### src/rtl/point_in_polygon_test_top_macros.svh
// ----------------------------------------------------------------------------
// Assertion macros for the point-in-polygon test block
// Both expect signals named clk and arst_n in the using scope.
// ----------------------------------------------------------------------------
`ifndef POINT_IN_POLYGON_TEST_TOP_MACROS_SVH
`define POINT_IN_POLYGON_TEST_TOP_MACROS_SVH

// Same-cycle implication, disabled while in reset
`define PIP_ASSERT_IMP(lbl, ante, cons) \
	lbl: assert property (@(posedge clk) disable iff (!arst_n) (ante) |-> (cons)) \
		else $error("pip assertion failed");

// Next-cycle implication, disabled while in reset
`define PIP_ASSERT_NXT(lbl, ante, cons) \
	lbl: assert property (@(posedge clk) disable iff (!arst_n) (ante) |=> (cons)) \
		else $error("pip assertion failed");

`endif

### src/rtl/pip_pkg.sv
// ----------------------------------------------------------------------------
// pip_pkg
// Types and constants shared by the point-in-polygon test block.
// ----------------------------------------------------------------------------
`timescale 1ns / 1ps

package pip_pkg;

	localparam int COORD_W          = 16;
	localparam int CMD_W            = 2;
	localparam int VCNT_W           = 7;
	localparam int MAX_VERTICES_DEF = 64;

	typedef enum logic [CMD_W-1:0] {
		CMD_CLEAR  = 2'd0,
		CMD_APPEND = 2'd1,
		CMD_TEST   = 2'd2
	} pip_cmd_t;

	typedef enum logic [1:0] {
		ST_IDLE,
		ST_READ,
		ST_WAIT
	} pip_state_t;

	typedef struct packed {
		pip_cmd_t                   cmd;
		logic signed [COORD_W-1:0]  coord_x;
		logic signed [COORD_W-1:0]  coord_y;
	} pip_req_t;

	typedef struct packed {
		logic               inside_res;
		logic               status;
		logic [VCNT_W-1:0]  vertex_count;
	} pip_rsp_t;

	typedef struct packed {
		logic signed [COORD_W-1:0]  x;
		logic signed [COORD_W-1:0]  y;
	} pip_vertex_t;

	// Edge handed to the crossing unit
	typedef struct packed {
		logic vld;
		logic last;
	} pip_edge_tag_t;

	// Crossing unit verdict for one edge
	typedef struct packed {
		logic vld;
		logic last;
		logic tog;
	} pip_edge_res_t;

endpackage

### src/rtl/point_in_polygon_test_top.sv
// ----------------------------------------------------------------------------
// point_in_polygon_test_top
// Even-odd point-in-polygon test over a store of signed integer vertices.
// ----------------------------------------------------------------------------
// Clear, append and unused commands finish without a walk: the result strobe
// done rises the cycle after start is taken and busy stays low. A test over
// N held vertices keeps busy high until its result is given; the vertex
// store has one read port and the walk reads one vertex per cycle, the
// closing vertex first, then vertices zero to N-1, followed by the store's
// read register and the crossing-unit stages. A test with no vertices
// answers like a clear, with busy low. Results cannot be held off: sample rsp
// whenever done is high. An append to a full store is dropped and reported
// with status set.
`timescale 1ns / 1ps
`include "point_in_polygon_test_top_macros.svh"

module point_in_polygon_test_top #(
	parameter int MAX_VERTICES = pip_pkg::MAX_VERTICES_DEF
) (
	input  logic              clk,
	input  logic              arst_n,
	input  logic              start,
	output logic              busy,
	input  pip_pkg::pip_req_t req,
	output logic              done,
	output pip_pkg::pip_rsp_t rsp
);
	import pip_pkg::*;

	localparam int AW = $clog2(MAX_VERTICES);

	logic          wr_en, rd_en;
	logic [AW-1:0] wr_addr, rd_addr;
	pip_vertex_t   wr_data, rd_data, vj;
	pip_edge_tag_t ein;
	pip_edge_res_t eout;
	logic signed [COORD_W-1:0] px, py;

	pip_ctrl #(
		.MAX_VERTICES (MAX_VERTICES)
	) u_ctrl (
		.clk     (clk),
		.arst_n  (arst_n),
		.start   (start),
		.busy    (busy),
		.req     (req),
		.done    (done),
		.rsp     (rsp),
		.wr_en   (wr_en),
		.wr_addr (wr_addr),
		.wr_data (wr_data),
		.rd_en   (rd_en),
		.rd_addr (rd_addr),
		.rd_data (rd_data),
		.ein     (ein),
		.vj      (vj),
		.px      (px),
		.py      (py),
		.eout    (eout)
	);

	pip_ram #(
		.WIDTH ($bits(pip_vertex_t)),
		.DEPTH (MAX_VERTICES)
	) u_store (
		.clk     (clk),
		.wr_en   (wr_en),
		.wr_addr (wr_addr),
		.wr_data (wr_data),
		.rd_en   (rd_en),
		.rd_addr (rd_addr),
		.rd_data (rd_data)
	);

	pip_edge_unit u_edge (
		.clk    (clk),
		.arst_n (arst_n),
		.ein    (ein),
		.vi     (rd_data),
		.vj     (vj),
		.px     (px),
		.py     (py),
		.eout   (eout)
	);

	`PIP_ASSERT_IMP(a_no_write_in_walk, wr_en, !busy)
	`PIP_ASSERT_IMP(a_read_only_in_walk, rd_en, busy)
	`PIP_ASSERT_IMP(a_done_when_idle, done, !busy)
	`PIP_ASSERT_NXT(a_last_edge_gives_result, eout.vld && eout.last, done && !rsp.status)

endmodule

### src/rtl/pip_ram.sv
// ----------------------------------------------------------------------------
// pip_ram
// Generic simple dual-port RAM, one write and one registered read port.
// ----------------------------------------------------------------------------
`timescale 1ns / 1ps

module pip_ram #(
	parameter int WIDTH = 32,
	parameter int DEPTH = 64
) (
	input  logic                      clk,
	input  logic                      wr_en,
	input  logic [$clog2(DEPTH)-1:0]  wr_addr,
	input  logic [WIDTH-1:0]          wr_data,
	input  logic                      rd_en,
	input  logic [$clog2(DEPTH)-1:0]  rd_addr,
	output logic [WIDTH-1:0]          rd_data
);

	logic [WIDTH-1:0] mem_q [DEPTH];

	always_ff @(posedge clk) begin
		if (wr_en) begin
			mem_q[wr_addr] <= wr_data;
		end
		if (rd_en) begin
			rd_data <= mem_q[rd_addr];
		end
	end

endmodule

### src/rtl/pip_edge_unit.sv
// ----------------------------------------------------------------------------
// pip_edge_unit
// Shared crossing unit: one edge per cycle, differences, products, compare.
// ----------------------------------------------------------------------------
`timescale 1ns / 1ps

module pip_edge_unit (
	input  logic                               clk,
	input  logic                               arst_n,
	input  pip_pkg::pip_edge_tag_t             ein,
	input  pip_pkg::pip_vertex_t               vi,
	input  pip_pkg::pip_vertex_t               vj,
	input  logic signed [pip_pkg::COORD_W-1:0] px,
	input  logic signed [pip_pkg::COORD_W-1:0] py,
	output pip_pkg::pip_edge_res_t             eout
);
	import pip_pkg::*;

	localparam int DW = COORD_W + 1;
	localparam int PW = 2 * DW;

	logic signed [DW-1:0] dpx_c, dy_c, dxe_c, dpy_c;
	logic                 cross_c;

	logic signed [DW-1:0] dpx_s2, dy_s2, dxe_s2, dpy_s2;
	logic                 cross_s2, vld_s2, last_s2;

	logic signed [PW-1:0] lhs_s3, rhs_s3;
	logic                 dyneg_s3, cross_s3, vld_s3, last_s3;
	logic                 left_c;

	always_comb begin
		dpx_c   = DW'(px) - DW'(vi.x);
		dy_c    = DW'(vj.y) - DW'(vi.y);
		dxe_c   = DW'(vj.x) - DW'(vi.x);
		dpy_c   = DW'(py) - DW'(vi.y);
		cross_c = (vi.y > py) != (vj.y > py);
	end

	always_ff @(posedge clk or negedge arst_n) begin
		if (!arst_n) begin
			vld_s2 <= 1'b0;
			vld_s3 <= 1'b0;
		end else begin
			vld_s2 <= ein.vld;
			vld_s3 <= vld_s2;
		end
	end

	always_ff @(posedge clk) begin
		dpx_s2   <= dpx_c;
		dy_s2    <= dy_c;
		dxe_s2   <= dxe_c;
		dpy_s2   <= dpy_c;
		cross_s2 <= cross_c;
		last_s2  <= ein.last;

		lhs_s3   <= PW'(dpx_s2) * PW'(dy_s2);
		rhs_s3   <= PW'(dxe_s2) * PW'(dpy_s2);
		dyneg_s3 <= dy_s2[DW-1];
		cross_s3 <= cross_s2;
		last_s3  <= last_s2;
	end

	// flip the compare when the edge runs downwards
	assign left_c = dyneg_s3 ? (lhs_s3 > rhs_s3) : (lhs_s3 < rhs_s3);

	assign eout.vld  = vld_s3;
	assign eout.last = last_s3;
	assign eout.tog  = cross_s3 & left_c;

endmodule

### src/rtl/pip_ctrl.sv
// ----------------------------------------------------------------------------
// pip_ctrl
// Sequencer: command decode, vertex count, store walk and result register.
// ----------------------------------------------------------------------------
`timescale 1ns / 1ps

module pip_ctrl #(
	parameter int MAX_VERTICES = pip_pkg::MAX_VERTICES_DEF
) (
	input  logic                                  clk,
	input  logic                                  arst_n,
	input  logic                                  start,
	output logic                                  busy,
	input  pip_pkg::pip_req_t                     req,
	output logic                                  done,
	output pip_pkg::pip_rsp_t                     rsp,
	output logic                                  wr_en,
	output logic [$clog2(MAX_VERTICES)-1:0]       wr_addr,
	output pip_pkg::pip_vertex_t                  wr_data,
	output logic                                  rd_en,
	output logic [$clog2(MAX_VERTICES)-1:0]       rd_addr,
	input  pip_pkg::pip_vertex_t                  rd_data,
	output pip_pkg::pip_edge_tag_t                ein,
	output pip_pkg::pip_vertex_t                  vj,
	output logic signed [pip_pkg::COORD_W-1:0]    px,
	output logic signed [pip_pkg::COORD_W-1:0]    py,
	input  pip_pkg::pip_edge_res_t                eout
);
	import pip_pkg::*;

	localparam int CW = $clog2(MAX_VERTICES + 1);
	localparam int AW = $clog2(MAX_VERTICES);

	pip_state_t    state_q, state_d;
	logic [CW-1:0] cnt_q, cnt_d;
	logic [AW-1:0] rd_addr_q, last_idx;
	logic          rd_first_q, rd_last;
	logic          rd_vld_s1, rd_prime_s1, rd_last_s1;
	logic          inside_q, done_q;
	logic          accept, has_room, status_d, imm_done, fin;
	pip_vertex_t   prev_q;
	pip_rsp_t      rsp_q;
	logic signed [COORD_W-1:0] px_q, py_q;

	assign accept   = start && (state_q == ST_IDLE);
	assign has_room = cnt_q < CW'(MAX_VERTICES);
	assign last_idx = AW'(cnt_q - CW'(1));
	assign fin      = eout.vld && eout.last;

	always_comb begin
		cnt_d    = cnt_q;
		status_d = 1'b0;
		imm_done = 1'b1;
		wr_en    = 1'b0;
		unique case (req.cmd)
			CMD_CLEAR: begin
				cnt_d = '0;
			end
			CMD_APPEND: begin
				if (has_room) begin
					cnt_d = cnt_q + CW'(1);
					wr_en = accept;
				end else begin
					status_d = 1'b1;
				end
			end
			CMD_TEST: begin
				imm_done = (cnt_q == '0);
			end
			default: begin
			end
		endcase
	end

	always_comb begin
		state_d = state_q;
		rd_en   = 1'b0;
		rd_last = 1'b0;
		unique case (state_q)
			ST_IDLE: begin
				if (accept && !imm_done) begin
					state_d = ST_READ;
				end
			end
			ST_READ: begin
				rd_en   = 1'b1;
				rd_last = !rd_first_q && (rd_addr_q == last_idx);
				if (rd_last) begin
					state_d = ST_WAIT;
				end
			end
			ST_WAIT: begin
				if (fin) begin
					state_d = ST_IDLE;
				end
			end
			default: begin
				state_d = ST_IDLE;
			end
		endcase
	end

	always_ff @(posedge clk or negedge arst_n) begin
		if (!arst_n) begin
			state_q     <= ST_IDLE;
			cnt_q       <= '0;
			done_q      <= 1'b0;
			rd_first_q  <= 1'b0;
			rd_vld_s1   <= 1'b0;
			rd_prime_s1 <= 1'b0;
			rd_last_s1  <= 1'b0;
			inside_q    <= 1'b0;
		end else begin
			state_q     <= state_d;
			done_q      <= (accept && imm_done) || fin;
			rd_vld_s1   <= rd_en;
			rd_prime_s1 <= rd_en && rd_first_q;
			rd_last_s1  <= rd_last;
			if (accept) begin
				cnt_q      <= cnt_d;
				rd_first_q <= 1'b1;
				inside_q   <= 1'b0;
			end else begin
				if (rd_en) begin
					rd_first_q <= 1'b0;
				end
				if (eout.vld && eout.tog) begin
					inside_q <= !inside_q;
				end
			end
		end
	end

	always_ff @(posedge clk) begin
		if (accept) begin
			px_q      <= req.coord_x;
			py_q      <= req.coord_y;
			rd_addr_q <= last_idx;
		end else if (rd_en) begin
			// the closing edge comes first, then walk from vertex zero upwards
			rd_addr_q <= rd_first_q ? '0 : rd_addr_q + AW'(1);
		end
		if (rd_vld_s1) begin
			prev_q <= rd_data;
		end
		if (accept) begin
			rsp_q.inside_res   <= 1'b0;
			rsp_q.status       <= status_d;
			rsp_q.vertex_count <= VCNT_W'(cnt_d);
		end else if (fin) begin
			rsp_q.inside_res   <= inside_q ^ eout.tog;
			rsp_q.status       <= 1'b0;
			rsp_q.vertex_count <= VCNT_W'(cnt_q);
		end
	end

	assign busy         = (state_q != ST_IDLE);
	assign done         = done_q;
	assign rsp          = rsp_q;
	assign wr_addr      = cnt_q[AW-1:0];
	assign wr_data.x    = req.coord_x;
	assign wr_data.y    = req.coord_y;
	assign rd_addr      = rd_addr_q;
	assign ein.vld      = rd_vld_s1 && !rd_prime_s1;
	assign ein.last     = rd_last_s1;
	assign vj           = prev_q;
	assign px           = px_q;
	assign py           = py_q;

endmodule
### config.mk
export PLATFORM = sky130hd
export DESIGN_NAME = point_in_polygon_test_top
export DESIGN_NICKNAME = d
export VERILOG_FILES = /design/src/rtl/pip_pkg.sv /design/src/rtl/point_in_polygon_test_top.sv /design/src/rtl/pip_ram.sv /design/src/rtl/pip_edge_unit.sv /design/src/rtl/pip_ctrl.sv
export VERILOG_INCLUDE_DIRS = /design/src /design/src/rtl
export SDC_FILE = /design/constraint.sdc
export NUM_CORES = 2
export LEC_CHECK = 0
export ABC_CLOCK_PERIOD_IN_PS = 12850
export BUFFER_PORTS_ARGS = -buffer_cell sky130_fd_sc_hd__buf_2
export CORE_MARGIN = 4
export CORE_UTILIZATION = 45
export DETAILED_ROUTE_END_ITERATION = 8
export PLACE_DENSITY_LB_ADDON = 0.08
export SKIP_LAST_GASP = 1
export SYNTH_ARGS = -nofsm -noshare
export SYNTH_HDL_FRONTEND = slang
export SYNTH_SLANG_ARGS = --single-unit
### constraint.sdc
create_clock -name clk -period 12.85 [get_ports clk]
set_clock_uncertainty 0.15 [all_clocks]
set_input_delay 1.285 -clock clk [delete_from_list [all_inputs] [get_ports clk]]
set_output_delay 1.285 -clock clk [all_outputs]
set_load 0.05 [all_outputs]
==> flow_metrics.env <==
export IMPL_status="complete, no violations"
export IMPL_synthMuxAreaShare_pct=10.5
export IMPL_synth_area_mm2=0.112
export IMPL_dr_total_vias=61200
export IMPL_criticalPathCategory="flop to flop"
export IMPL_yosys_most_used_dff="edfxtp_1"
export IMPL_worst_setup_path_end_kind="flop"
export IMPL_fp_dieArea_mm2=0.256
export IMPL_yosys_area_share_simple_pct=4.89
export IMPL_drv_cap=0
export IMPL_grt_pass1_vias=63100
export IMPL_final_cell_mix="2158 x edfxtp_1, 722 x inv_1, 596 x fa_1"
export IMPL_routedWlPerCell_um=28.4
export IMPL_drt_antenna_violating_nets=0
export IMPL_cts_setup_buffers=0
export IMPL_syn_inst=7105
export IMPL_grtUsageMet3_pct=2.62
export IMPL_worst_path_largest_cell_delay_ps=900
export IMPL_cts_buffers=236
export IMPL_yosysSeqAreaShare_pct=61.0
export IMPL_start_util_pct=45.3
export IMPL_maxSlewHeadroom_pct=18.3
export IMPL_syn_area_per_cell_um2=15.7
export IMPL_tightest_slew_ps=1230
export IMPL_htree_levels=4
export IMPL_syn_nets=8027
export IMPL_dpl_hpwl_um=181000
export IMPL_whs_ps=183
export IMPL_synth_xor_area_share_pct=0.965
export IMPL_area_growth_pct=11.2
export IMPL_min_period_over_period_pct=54.2
export IMPL_drive_gt1_share_pct=12.4
export IMPL_fp_dieH_um=506
export IMPL_crit_buf_inv=4
export IMPL_drc=0
export IMPL_clock_sinks=2317
export IMPL_drt_total_wl_um=304000
export IMPL_cp_data_arrival_time_ps=7490
export IMPL_place_congestion=0.821
export IMPL_fp_row_count=182
export IMPL_ys_ff_latch=2317
export IMPL_period_needed_ps=6970
export IMPL_drt_pass1_iterations=5
export IMPL_hold_violations=0
export IMPL_startpoint_type="flop"
export IMPL_tritoncts="built"
export IMPL_fin_cells=10700
export IMPL_tns_ps=0
export IMPL_critPathTopFamily="adder cells"
export IMPL_ys_warnings_count=0
export IMPL_use_met2_pct=41.1
export IMPL_ctsResizeCount=0
export IMPL_cts_buffer_depth=3
export IMPL_clock_latency_ps=880
export IMPL_final_common_cell="edfxtp_1"
export IMPL_ys_types=79
export IMPL_place_inst=10300
export IMPL_place_port_buffers=47
export IMPL_antenna_found_initial=15
export IMPL_die_w_um=506
export IMPL_cts_root_buf="clkbuf_16"
export IMPL_gr_total_overflow=0
export IMPL_fmaxAchievable_mhz=144
export IMPL_critPathRequiredTime_ps=13380
export IMPL_drt_initial_drc_count=5316
export IMPL_path_common_cell="fa_1"
export IMPL_coreArea_mm2=0.246
export IMPL_path_clk_slew_ps=60
export IMPL_grt_start_max_net_pins=131
export IMPL_synth_top_family_by_area="adder cells"
export IMPL_synth_compound_area_share_pct=5.21
export IMPL_synth_adder_area_share_pct=13.9
export IMPL_critPathSlowestCell="dfxtp_1"
export IMPL_crit_fanout=17
export IMPL_globalRouteMet1Util_pct=32.5
export IMPL_rsz0062_at_grt="false"
export IMPL_grt_first_pass_wirelength_um=443000
export IMPL_io_pins=48
export IMPL_slew_viol_final=0
export IMPL_grtUsageTotal_pct=23.7
export IMPL_grt_busiest_layer="met2"
export IMPL_synth_edf_count=2158
export IMPL_crit_chain="and2_1, fa_1, inv_1, fa_1, fa_1, inv_1, fa_1, fa_1, inv_1, fa_1, inv_1, ha_1, a21o_1, a21o_1, a211oi_1, o21ai_0, nand2_1, nand2_1, a2111oi_2, nor2_1, o311ai_1"
export IMPL_nNetsFinal=8138
export IMPL_hp_class="flop to flop"
export IMPL_async_reset_ff_share_pct=0.734
export IMPL_avgViaCountPerCell=5.70
export IMPL_setup_viol=0
export IMPL_holdBufCountCts=0
[per-layer routing]
layer | up-vias | wire length (µm)
li1 | 26500 | -
met1 | 32600 | 129000
met2 | 1632 | 154000
met3 | 362 | 14300
met4 | 4 | 6520
met5 | - | 27
[worst paths after layout]
| path | cells after the start | end | from | slack (ps) |
|---|---|---|---|---|
| max in group asynchronous | 1 | u_edge.vld_s3$_DFF_PN0_ | arst_n | 11880 |
| min reg2reg | 0 | u_edge.last_s3$_DFF_P_ | u_edge.last_s2$_DFF_P_ | 180 |
| min in group asynchronous | 1 | u_ctrl.cnt_q[2]$_DFFE_PN0P_ | arst_n | 240 |
| max reg2reg | 21 | u_edge.lhs_s3[32]$_DFF_P_ | u_edge.dpx_s2[7]$_DFF_P_ | 5880 |
| min | 0 | u_edge.last_s3$_DFF_P_ | u_edge.last_s2$_DFF_P_ | 180 |
| max | 21 | u_edge.lhs_s3[32]$_DFF_P_ | u_edge.dpx_s2[7]$_DFF_P_ | 5880 |
[stage by stage]
stage                     worst slack, ps  cell area, µm²  util [%]
after detailed placement             5920          116000      47.2
after global routing                 5430          124000      50.4
after floorplan                      6690          112000         -
after CTS                            5870          124000      50.4
final                                5880          124000      50.4
after global placement               6040          116000      47.2
[cell usage after synthesis, types with 5 or more instances]
master	count	area (µm²)
o21ai_0	62	310
or2_2	5	31.3
xor2_1	36	315
dfxtp_1	142	2840
nor3_1	44	220
o211ai_1	5	37.5
o221ai_1	247	2160
nor2b_1	28	175
a21o_1	39	293
nand4_1	10	62.6
mux2i_1	496	4960
a2111oi_0	9	78.8
a211oi_1	17	128
xnor2_1	87	762
buf_2	74	370
o31ai_1	7	52.6
buf_1	17	63.8
mux4_2	298	6710
fa_1	596	11900
o22ai_1	135	845
nand2_1	441	1660
and3_1	15	93.8
edfxtp_1	2158	64800
or3_1	16	100
nand2b_1	25	156
nand3_1	32	160
nand3b_1	6	45.0
dfrtp_1	17	425
a21boi_1	6	45.0
o21bai_1	7	52.6
buf_4	8	60.1
and2_1	304	1900
nor4_1	6	37.5
a21oi_1	190	951
clkbuf_1	210	788
inv_1	723	2710
ha_1	289	3620
o21a_1	20	150
o21ai_1	17	85.1
o31a_1	6	52.6
nor2_1	183	687
[logic make-up after synthesis]
group	count (synthesis)
DFF	2317
and+or+nand+nor	1130
buffers and inverters	1032
adders and majority gates	885
AOI/OAI and AO/OA	824
muxes	794
xor gates and xnor gates	123
[worst reg2reg max path, delay by kind of cell, from the launching register on]
kind | cells | cell delay, ps
compound gates | 6 | 1720
fa+ha+maj | 7 | 3190
buf+inv | 4 | 220
flops | 1 | 900
simple gates | 4 | 630
[final cells by class]
| class | instances | area, µm² |
|---|---|---|
| fillers | 20700 | 122000 |
| flip-flops and latches | 2317 | 68100 |
| multi-input cells | 3756 | 40100 |
| clock buffers | 294 | 6190 |
| well taps | 3312 | 4140 |
| inverters | 723 | 2720 |
| clock inverters | 144 | 1550 |
| repair buffers | 182 | 1370 |
| diodes | 9 | 22.5 |
[registers in the layout (all words and copies together), names as in the netlist, 2 cells and up]
name and flops:
u_ctrl.cnt_q 7, u_ctrl.px 16, u_ctrl.py 16, u_ctrl.rd_addr 6
u_ctrl.rsp 9, u_ctrl.state_q 2, u_ctrl.vj 32, u_edge.dpx_s2 17
u_edge.dpy_s2 17, u_edge.dxe_s2 17, u_edge.dy_s2 17, u_edge.lhs_s3 34
u_edge.rhs_s3 34, u_store.mem_q 2048, u_store.rd_data 32
Power is not shown: default switching activity piles up to over one toggle a cycle in this logic, so the estimate is an artifact.
